==> config.mk <==
export PLATFORM = sky130hd
export DESIGN_NAME = message_slot_manager_top
export DESIGN_NICKNAME = d
export VERILOG_FILES = /design/src/design/msm_pkg.sv /design/src/design/message_slot_manager_top.sv /design/src/design/msm_list.sv /design/src/design/msm_agu.sv
export SDC_FILE = /design/constraint.sdc
export NUM_CORES = 1
export LEC_CHECK = 0
export ABC_AREA = 1
export BUFFER_PORTS_ARGS = -buffer_cell sky130_fd_sc_hd__buf_4
export CAP_MARGIN = 0
export CORE_MARGIN = 2
export CORE_UTILIZATION = 50
export DETAILED_ROUTE_END_ITERATION = 16
export HOLD_SLACK_MARGIN = 0.12
export PLACE_DENSITY = 0.71
export SYNTH_ARGS = -nofsm -noshare
export SYNTH_HDL_FRONTEND = slang
export SYNTH_HIERARCHICAL = 1
export SYNTH_SLANG_ARGS = --single-unit
==> constraint.sdc <==
create_clock -name clk -period 4.54 [get_ports clk]
set_clock_uncertainty 0.2 [all_clocks]
set_input_delay 0.454 -clock clk [delete_from_list [all_inputs] [get_ports clk]]
set_output_delay 0.454 -clock clk [all_outputs]
set_load 0.005 [all_outputs]
==> src/design/msm_pkg.sv <==
// Shared constants, types and helper functions for the message slot manager.
package msm_pkg;

	// Memory layout of one slot: status byte, reserved header bytes, then the body.
	localparam int SLOT_COUNT      = 4;
	localparam int SLOT_BYTES      = 120;
	localparam int HEADER_RESERVED = 7;
	localparam int BODY_BYTES      = 112;

	// Field widths.
	localparam int ADDR_W = 9;
	localparam int BYTE_W = 8;
	localparam int IDX_W  = 8;
	localparam int OP_W   = 3;
	localparam int MOP_W  = 2;
	localparam int SLOT_W = $clog2(SLOT_COUNT + 1);
	localparam int CNT_W  = 3;
	localparam int LIDX_W = (SLOT_COUNT > 1) ? $clog2(SLOT_COUNT) : 1;
	localparam int POS_W  = $clog2(BODY_BYTES + 1);

	// Operation codes.
	localparam logic [OP_W-1:0] OP_NEW    = 3'd0;
	localparam logic [OP_W-1:0] OP_WRITE  = 3'd1;
	localparam logic [OP_W-1:0] OP_OPEN   = 3'd2;
	localparam logic [OP_W-1:0] OP_READ   = 3'd3;
	localparam logic [OP_W-1:0] OP_CLOSE  = 3'd4;
	localparam logic [OP_W-1:0] OP_DELETE = 3'd5;
	localparam logic [OP_W-1:0] OP_QUERY  = 3'd6;
	localparam logic [OP_W-1:0] OP_CLEAR  = 3'd7;

	// Memory request codes.
	localparam logic [MOP_W-1:0] MEM_NONE  = 2'd0;
	localparam logic [MOP_W-1:0] MEM_READ  = 2'd1;
	localparam logic [MOP_W-1:0] MEM_WRITE = 2'd2;

	// Status byte written when a message is created.
	localparam logic [BYTE_W-1:0] STATUS_NEW = 8'd1;

	// Slot list commands.
	localparam logic [1:0] LST_NOP    = 2'd0;
	localparam logic [1:0] LST_APPEND = 2'd1;
	localparam logic [1:0] LST_SHIFT  = 2'd2;
	localparam logic [1:0] LST_CLEAR  = 2'd3;

	// Address unit operand selection.
	localparam logic AGU_BODY = 1'b0;
	localparam logic AGU_HDR  = 1'b1;

	typedef struct packed {
		logic [1:0]        kind;
		logic [CNT_W-1:0]  rd_ptr;
		logic [CNT_W-1:0]  wr_ptr;
		logic [SLOT_W-1:0] slot;
	} lst_cmd_t;

	typedef struct packed {
		logic en;
		logic sel;
	} agu_req_t;

	// First byte address of a one-based slot number; slot zero maps to slot one.
	function automatic logic [ADDR_W-1:0] slot_start(input logic [SLOT_W-1:0] slot);
		int s;
		s = (slot == '0) ? 0 : int'(slot) - 1;
		return ADDR_W'(s * SLOT_BYTES);
	endfunction

endpackage

==> src/design/message_slot_manager_top.sv <==
// Top level of the message slot manager: operation sequencer and result register.
//
// The block keeps an age-ordered list of message slots and produces at most one memory
// request per operation for an external byte memory.
// Input channel s_*: one item is one operation (opcode in s_tuser, index and
// character in s_tdata). Output channel m_*: exactly one result item per
// operation, carrying the memory request, the ok and end-of-text flags and
// the list status after the operation.
// Items are handled one at a time. A small sequencer steps the slot list one
// entry per cycle and uses one shared address adder. Delete moves the later
// entries down one at a time, and new, on a list that is not full, scans every
// stored entry for the free slot. s_tready is high only while no item is in
// work and no result is waiting, so a new item is taken only once the result
// has been accepted.
// When the receiver stalls, the result holds on m_tdata and no new item is
// taken until it has been accepted.
// After reset the list is empty, no body is open and the block is ready at
// once; there is no clearing pass.
module message_slot_manager_top
	import msm_pkg::*;
(
	input  logic        clk,
	input  logic        arst_n,
	input  logic        s_tvalid,
	output logic        s_tready,
	input  logic [15:0] s_tdata,   // msg_index[7:0], data_byte[15:8]
	input  logic [2:0]  s_tuser,   // opcode[2:0]
	output logic        m_tvalid,
	input  logic        m_tready,
	output logic [31:0] m_tdata    // mem_op[1:0], byte_addr[10:2], mem_wdata[18:11],
	                               // ok[19], end_of_text[20], stored_count[23:21],
	                               // is_empty[24], is_full[25], zero[31:26]
);

	localparam logic [2:0] ST_IDLE = 3'd0;
	localparam logic [2:0] ST_WALK = 3'd1;
	localparam logic [2:0] ST_ADD  = 3'd2;
	localparam logic [2:0] ST_FIN  = 3'd3;
	localparam logic [2:0] ST_RESP = 3'd4;

	logic [2:0]            state_q;
	logic [OP_W-1:0]       op_q;
	logic [IDX_W-1:0]      idx_q;
	logic [BYTE_W-1:0]     data_q;
	logic [CNT_W-1:0]      ptr_q;
	logic [SLOT_COUNT-1:0] used_q;
	logic [ADDR_W-1:0]     start_q;
	logic [ADDR_W-1:0]     base_q;
	logic [POS_W-1:0]      pos_q;
	logic                  open_q;
	logic [MOP_W-1:0]      mop_q;
	logic [ADDR_W-1:0]     addr_q;
	logic [BYTE_W-1:0]     wdata_q;
	logic                  ok_q;
	logic                  eot_q;

	lst_cmd_t              lcmd;
	agu_req_t              areq;
	logic [SLOT_W-1:0]     rd_slot;
	logic [CNT_W-1:0]      count;
	logic [ADDR_W-1:0]     agu_sum;
	logic [SLOT_W-1:0]     free_slot;
	logic                  idx_ok;
	logic                  body_avail;
	logic                  is_full;
	logic                  is_empty;

	msm_list u_list (
		.clk     (clk),
		.arst_n  (arst_n),
		.cmd     (lcmd),
		.rd_slot (rd_slot),
		.count   (count)
	);

	msm_agu u_agu (
		.clk   (clk),
		.req   (areq),
		.base  (base_q),
		.pos   (pos_q),
		.start (start_q),
		.sum_q (agu_sum)
	);

	// Condition flags for the operation in work.
	assign idx_ok     = idx_q < {{(IDX_W-CNT_W){1'b0}}, count};
	assign body_avail = open_q && (pos_q < POS_W'(BODY_BYTES));
	assign is_full    = count == CNT_W'(SLOT_COUNT);
	assign is_empty   = count == '0;

	// Lowest slot number not marked used by the list scan.
	always_comb begin
		free_slot = '0;
		for (int i = SLOT_COUNT - 1; i >= 0; i--) begin
			if (!used_q[i]) begin
				free_slot = SLOT_W'(i + 1);
			end
		end
	end

	// Slot list command for the current step.
	always_comb begin
		lcmd.kind   = LST_NOP;
		lcmd.rd_ptr = ptr_q;
		lcmd.wr_ptr = ptr_q;
		lcmd.slot   = free_slot;
		if (state_q == ST_WALK) begin
			unique case (op_q)
				OP_NEW: begin
					if (!is_full && ptr_q >= count) begin
						lcmd.kind = LST_APPEND;
					end
				end
				OP_DELETE: begin
					lcmd.rd_ptr = ptr_q + 1'b1;
					if (idx_ok) begin
						lcmd.kind = LST_SHIFT;
					end
				end
				OP_OPEN, OP_QUERY: begin
					lcmd.rd_ptr = idx_q[CNT_W-1:0];
				end
				OP_CLEAR: begin
					lcmd.kind = LST_CLEAR;
				end
				OP_WRITE, OP_READ, OP_CLOSE: begin
				end
			endcase
		end
	end

	// Address unit request: header offset for new and open, stream address otherwise.
	always_comb begin
		areq.en  = state_q == ST_ADD;
		areq.sel = (op_q == OP_NEW || op_q == OP_OPEN) ? AGU_HDR : AGU_BODY;
	end

	// Operation sequencer, stream state and result register.
	always_ff @(posedge clk or negedge arst_n) begin
		if (!arst_n) begin
			state_q <= ST_IDLE;
			op_q    <= OP_NEW;
			idx_q   <= '0;
			data_q  <= '0;
			ptr_q   <= '0;
			used_q  <= '0;
			start_q <= '0;
			base_q  <= '0;
			pos_q   <= '0;
			open_q  <= 1'b0;
			mop_q   <= MEM_NONE;
			addr_q  <= '0;
			wdata_q <= '0;
			ok_q    <= 1'b0;
			eot_q   <= 1'b0;
		end else begin
			unique case (state_q)
				ST_IDLE: begin
					if (s_tvalid) begin
						op_q    <= s_tuser;
						idx_q   <= s_tdata[7:0];
						data_q  <= s_tdata[15:8];
						ptr_q   <= (s_tuser == OP_DELETE) ? s_tdata[CNT_W-1:0] : '0;
						used_q  <= '0;
						mop_q   <= MEM_NONE;
						addr_q  <= '0;
						wdata_q <= '0;
						ok_q    <= 1'b0;
						eot_q   <= 1'b0;
						state_q <= ST_WALK;
					end
				end
				ST_WALK: begin
					unique case (op_q)
						OP_NEW: begin
							if (is_full) begin
								state_q <= ST_RESP;
							end else if (ptr_q < count) begin
								used_q <= used_q |
									(SLOT_COUNT'(1) << (rd_slot - 1'b1));
								ptr_q  <= ptr_q + 1'b1;
							end else begin
								start_q <= slot_start(free_slot);
								state_q <= ST_ADD;
							end
						end
						OP_WRITE, OP_READ: begin
							if (body_avail) begin
								state_q <= ST_ADD;
							end else begin
								eot_q   <= op_q == OP_READ;
								state_q <= ST_RESP;
							end
						end
						OP_OPEN: begin
							if (idx_ok) begin
								start_q <= slot_start(rd_slot);
								state_q <= ST_ADD;
							end else begin
								state_q <= ST_RESP;
							end
						end
						OP_CLOSE: begin
							open_q  <= 1'b0;
							ok_q    <= 1'b1;
							state_q <= ST_RESP;
						end
						OP_DELETE: begin
							if (!idx_ok) begin
								state_q <= ST_RESP;
							end else if (CNT_W'(ptr_q + 1'b1) == count) begin
								ok_q    <= 1'b1;
								state_q <= ST_RESP;
							end else begin
								ptr_q <= ptr_q + 1'b1;
							end
						end
						OP_QUERY: begin
							if (idx_ok) begin
								mop_q  <= MEM_READ;
								addr_q <= slot_start(rd_slot);
								ok_q   <= 1'b1;
							end
							state_q <= ST_RESP;
						end
						OP_CLEAR: begin
							ok_q    <= 1'b1;
							state_q <= ST_RESP;
						end
					endcase
				end
				ST_ADD: begin
					// The status write of a new message goes out from the slot start.
					if (op_q == OP_NEW) begin
						mop_q   <= MEM_WRITE;
						addr_q  <= start_q;
						wdata_q <= STATUS_NEW;
					end
					state_q <= ST_FIN;
				end
				ST_FIN: begin
					if (op_q == OP_NEW || op_q == OP_OPEN) begin
						base_q <= agu_sum;
						pos_q  <= '0;
						open_q <= 1'b1;
						ok_q   <= 1'b1;
					end else if (op_q == OP_WRITE) begin
						mop_q   <= MEM_WRITE;
						addr_q  <= agu_sum;
						wdata_q <= data_q;
						pos_q   <= pos_q + 1'b1;
						ok_q    <= 1'b1;
					end else if (op_q == OP_READ) begin
						mop_q  <= MEM_READ;
						addr_q <= agu_sum;
						pos_q  <= pos_q + 1'b1;
						ok_q   <= 1'b1;
					end
					state_q <= ST_RESP;
				end
				ST_RESP: begin
					if (m_tready) begin
						state_q <= ST_IDLE;
					end
				end
				default: begin
					state_q <= ST_IDLE;
				end
			endcase
		end
	end

	// Handshake and result packing.
	assign s_tready = state_q == ST_IDLE;
	assign m_tvalid = state_q == ST_RESP;
	assign m_tdata  = {6'b0, is_full, is_empty, count, eot_q, ok_q, wdata_q, addr_q, mop_q};

	// A result that refuses a read by end of text never also reports success.
	a_eot_not_ok: assert property (@(posedge clk) disable iff (!arst_n)
		m_tvalid |-> !(eot_q && ok_q))
		else $error("end_of_text and ok both set");

	// Every memory request belongs to an accepted operation.
	a_req_ok: assert property (@(posedge clk) disable iff (!arst_n)
		(m_tvalid && mop_q != MEM_NONE) |-> ok_q)
		else $error("memory request on a refused operation");

	// The list never holds more entries than there are slots.
	a_count_range: assert property (@(posedge clk) disable iff (!arst_n)
		count <= CNT_W'(SLOT_COUNT))
		else $error("stored count beyond slot count");

	// The stream position never runs past the body.
	a_pos_range: assert property (@(posedge clk) disable iff (!arst_n)
		pos_q <= POS_W'(BODY_BYTES))
		else $error("body position beyond body length");

	// The list count only changes while an operation is in the walk step.
	a_count_stable: assert property (@(posedge clk) disable iff (!arst_n)
		(state_q != ST_WALK) |=> $stable(count))
		else $error("stored count changed outside the list walk");

endmodule

==> src/design/msm_list.sv <==
// Age-ordered slot list with its fill count, one entry moved per command.
module msm_list
	import msm_pkg::*;
(
	input  logic                clk,
	input  logic                arst_n,
	input  lst_cmd_t            cmd,
	output logic [SLOT_W-1:0]   rd_slot,
	output logic [CNT_W-1:0]    count
);

	logic [SLOT_W-1:0] list_q [SLOT_COUNT];
	logic [CNT_W-1:0]  count_q;

	// One read port, addressed by the sequencer.
	assign rd_slot = list_q[cmd.rd_ptr[LIDX_W-1:0]];
	assign count   = count_q;

	// Append at the tail, move one entry down, or empty the whole list.
	always_ff @(posedge clk or negedge arst_n) begin
		if (!arst_n) begin
			for (int i = 0; i < SLOT_COUNT; i++) begin
				list_q[i] <= '0;
			end
			count_q <= '0;
		end else begin
			unique case (cmd.kind)
				LST_APPEND: begin
					list_q[count_q[LIDX_W-1:0]] <= cmd.slot;
					count_q <= count_q + 1'b1;
				end
				LST_SHIFT: begin
					if (CNT_W'(cmd.wr_ptr + 1'b1) == count_q) begin
						list_q[cmd.wr_ptr[LIDX_W-1:0]] <= '0;
						count_q <= count_q - 1'b1;
					end else begin
						list_q[cmd.wr_ptr[LIDX_W-1:0]] <= rd_slot;
					end
				end
				LST_CLEAR: begin
					for (int i = 0; i < SLOT_COUNT; i++) begin
						list_q[i] <= '0;
					end
					count_q <= '0;
				end
				LST_NOP: begin
				end
			endcase
		end
	end

endmodule

==> src/design/msm_agu.sv <==
// Shared address adder: body stream address or body base from a slot start.
module msm_agu
	import msm_pkg::*;
(
	input  logic              clk,
	input  agu_req_t          req,
	input  logic [ADDR_W-1:0] base,
	input  logic [POS_W-1:0]  pos,
	input  logic [ADDR_W-1:0] start,
	output logic [ADDR_W-1:0] sum_q
);

	logic [ADDR_W-1:0] opa;
	logic [ADDR_W-1:0] opb;

	// Operand selection for the single adder.
	always_comb begin
		if (req.sel == AGU_HDR) begin
			opa = start;
			opb = ADDR_W'(HEADER_RESERVED + 1);
		end else begin
			opa = base;
			opb = ADDR_W'(pos);
		end
	end

	// Sum wraps at the top of the address space.
	always_ff @(posedge clk) begin
		if (req.en) begin
			sum_q <= opa + opb;
		end
	end

endmodule

==> impl_metrics.csv <==
group,metric,value,unit
cells_and_area,final_layout_size_suffix_gt1_share,20.5,%
setup_path,r2r_slack,0.18,ns
floorplanning,ios,57,
cells_and_area,n_antenna_cell,0,
logic_synthesis,syn_avg_cell_area,7.40,um2
timing,maxSlewViolCount,0,
run,maxCapViolCount,0,
timing,rsz0062_at_grt,"true",
setup_path,r2r-start,"state_q[2]",
route,drcViolationCount,0,
route,wire_per_inst,14.1,um
timing,setup_viol,0,
power,peakVddDrop,885,uV
clock_network,cts_tree,"done",
min_path,hold_start,"s_tuser[0]",
min_path,worstHoldPathCells,3,
placement,gp_congestion,0.914,
route,drt_wl_total,16600,um
global_route,gr-usage-all-layers,24.2,%
setup_path,cp_data_required_time,4.59,ns
timing,post-route-period-util,96.1,%
logic_synthesis,syn-cell-area,6660,um2
setup_path,start_kind,"flop",
min_path,holdPathEnd,"op_q[0]",
timing,hold_viol,0,
timing,worst_slew_pin_slew,0.836,ns
setup_path,crit_fanout,7,
global_route,overflow,0,
global_route,grt_pass1_vias,5607,
setup_path,worst-endpoint-arrival,4.41,ns
power,power_density,885,nW/um2
placement,portBuffers,50,
clock_network,cts_made_buffers,9,
power,power,7080,uW
timing,max_freq,229,MHz
logic_synthesis,ys_warn_count,6,
clock_network,root_buffer,"clkbuf_16",
floorplanning,initial_core_util,50.7,%
setup_path,slowest_stage,"fa_2",
floorplanning,die_w,119,um
setup_path,worstSetupEndpointType,"flop",
min_path,hold_class,"input pin to flop",
timing,fin_tns_setup,0,ns
cells_and_area,stdcell_count,1178,
setup_path,r2r_cells,36,
route,vias,5994,
cells_and_area,final_area,8000,um2
clock_network,clk_latency,0.35,ns
floorplanning,core-area,13100,um2
global_route,grt_max_degree,61,
global_route,grt_pass1_wl,27300,um
floorplanning,rows,42,
timing,min_period,4.36,ns
route,viasPerCell,5.09,
global_route,antenna_found_initial,0,
floorplanning,die-area,14300,um2
placement,hpwl,12000,um
logic_synthesis,syn-instance-count,900,
setup_path,crit_top_cell,"nand2_1",
timing,max_slew_margin,43.9,%
route,drt_iter0_markers,462,
setup_path,path_class,"flop to flop",
clock_network,cts_buffer_depth,2,
clock_network,clock-sinks,97,
route,first_pass_iters,5,
cells_and_area,nFillCells,1194,
clock_network,clk_pin_slew,0.07,ns
placement,placed_area,7380,um2
placement,dp_cells,1137,
setup_path,rr_endpoint,"addr_q[8]",
floorplanning,fp.dieH,119,um
setup_path,critPathMaxStageDelay,0.55,ns
cells_and_area,final_net_count,1068,
power,p_leak,0.00418,uW
route,postRouteAntennaNets,0,
cells_and_area,area.growth.synth_to_final,20.0,%
run_status,outcome,"finished, final reports clean",
clock_network,cts-htree-levels,3,
[area by class of cell]
type | count | area, um2 | share of cell area, %
Multi-Input combinational cell | 660 | 3730 | 46.7
Timing Repair Buffer | 101 | 793 | 9.92
Clock inverter | 4 | 28.8 | 0.360
Sequential cell | 97 | 2470 | 30.9
Inverter | 128 | 503 | 6.29
Clock buffer | 12 | 246 | 3.08
Tap cell | 176 | 220 | 2.75
[routing by layer]
metal / vias up / share of wire [%] / global-route usage (%)
met5: - / 0 / 0
met3: 17 / 5.2 / 3.59
met1: 2786 / 48 / 35.1
li1: 3014 / - / -
met4: 0 / 1.7 / 8.01
met2: 177 / 46 / 37.4
[critical path: cells and delay by family, from the launching register on]
kind | cells | cell delay, ns
buf+inv | 10 | 0.69
flops | 1 | 0.44
fa+ha+maj | 5 | 1.45
simple gates | 20 | 1.38
compound gates | 1 | 0.08
[report_power, final]
group          switching, uW  internal [uW]
registers                227           1190
logic                   2950           1990
clock network            339            388
[stage by stage]
stage,worst slack [ns],utilization [%],hold WS [ns]
2_1_floorplan,-0.0323,-,-0.0416
3_3_place_gp,0.0985,56.2,0.256
3_5_place_dp,-0.00181,56.2,0.259
4_1_cts,0.0368,59.3,0.131
5_1_grt,-0.143,60.9,0.140
6_report,0.176,60.9,0.137
[worst max path at each step]
stage / from / depth (start not counted) / endpoint / slack [ns]
after global placement: state_q[2] / 36 / addr_q[8] / 0.1
after global routing: op_q[0] / 33 / addr_q[8] / -0.14
after detailed placement: state_q[0] / 37 / addr_q[8] / -0.002
after floorplan: state_q[0] / 37 / addr_q[8] / -0.03
after CTS: state_q[0] / 37 / addr_q[8] / 0.04
final: state_q[2] / 36 / addr_q[8] / 0.18
[cells in the final DEF (no fill, tap or decap), types with 10 or more instances in the layout]
master	count
inv_2	16
nand2_1	298
a21oi_1	23
nor3_1	10
nand3_2	21
inv_1	104
nand2_2	16
nand3_1	38
dfrtp_1	87
dlygate4sd3_1	14
ha_1	34
o21ai_0	51
buf_4	87
o21ai_2	10
nor2_1	64
[repair_timing]
item | CTS | global route
pin swaps | 0 | 19
hold buffers | 14 | 0
resized for setup | 1 | 31
hold endpoints to repair | 72 | 0
setup buffers | 0 | 11
setup endpoints to repair | 2 | 6
(Power assumes the default switching activity.)
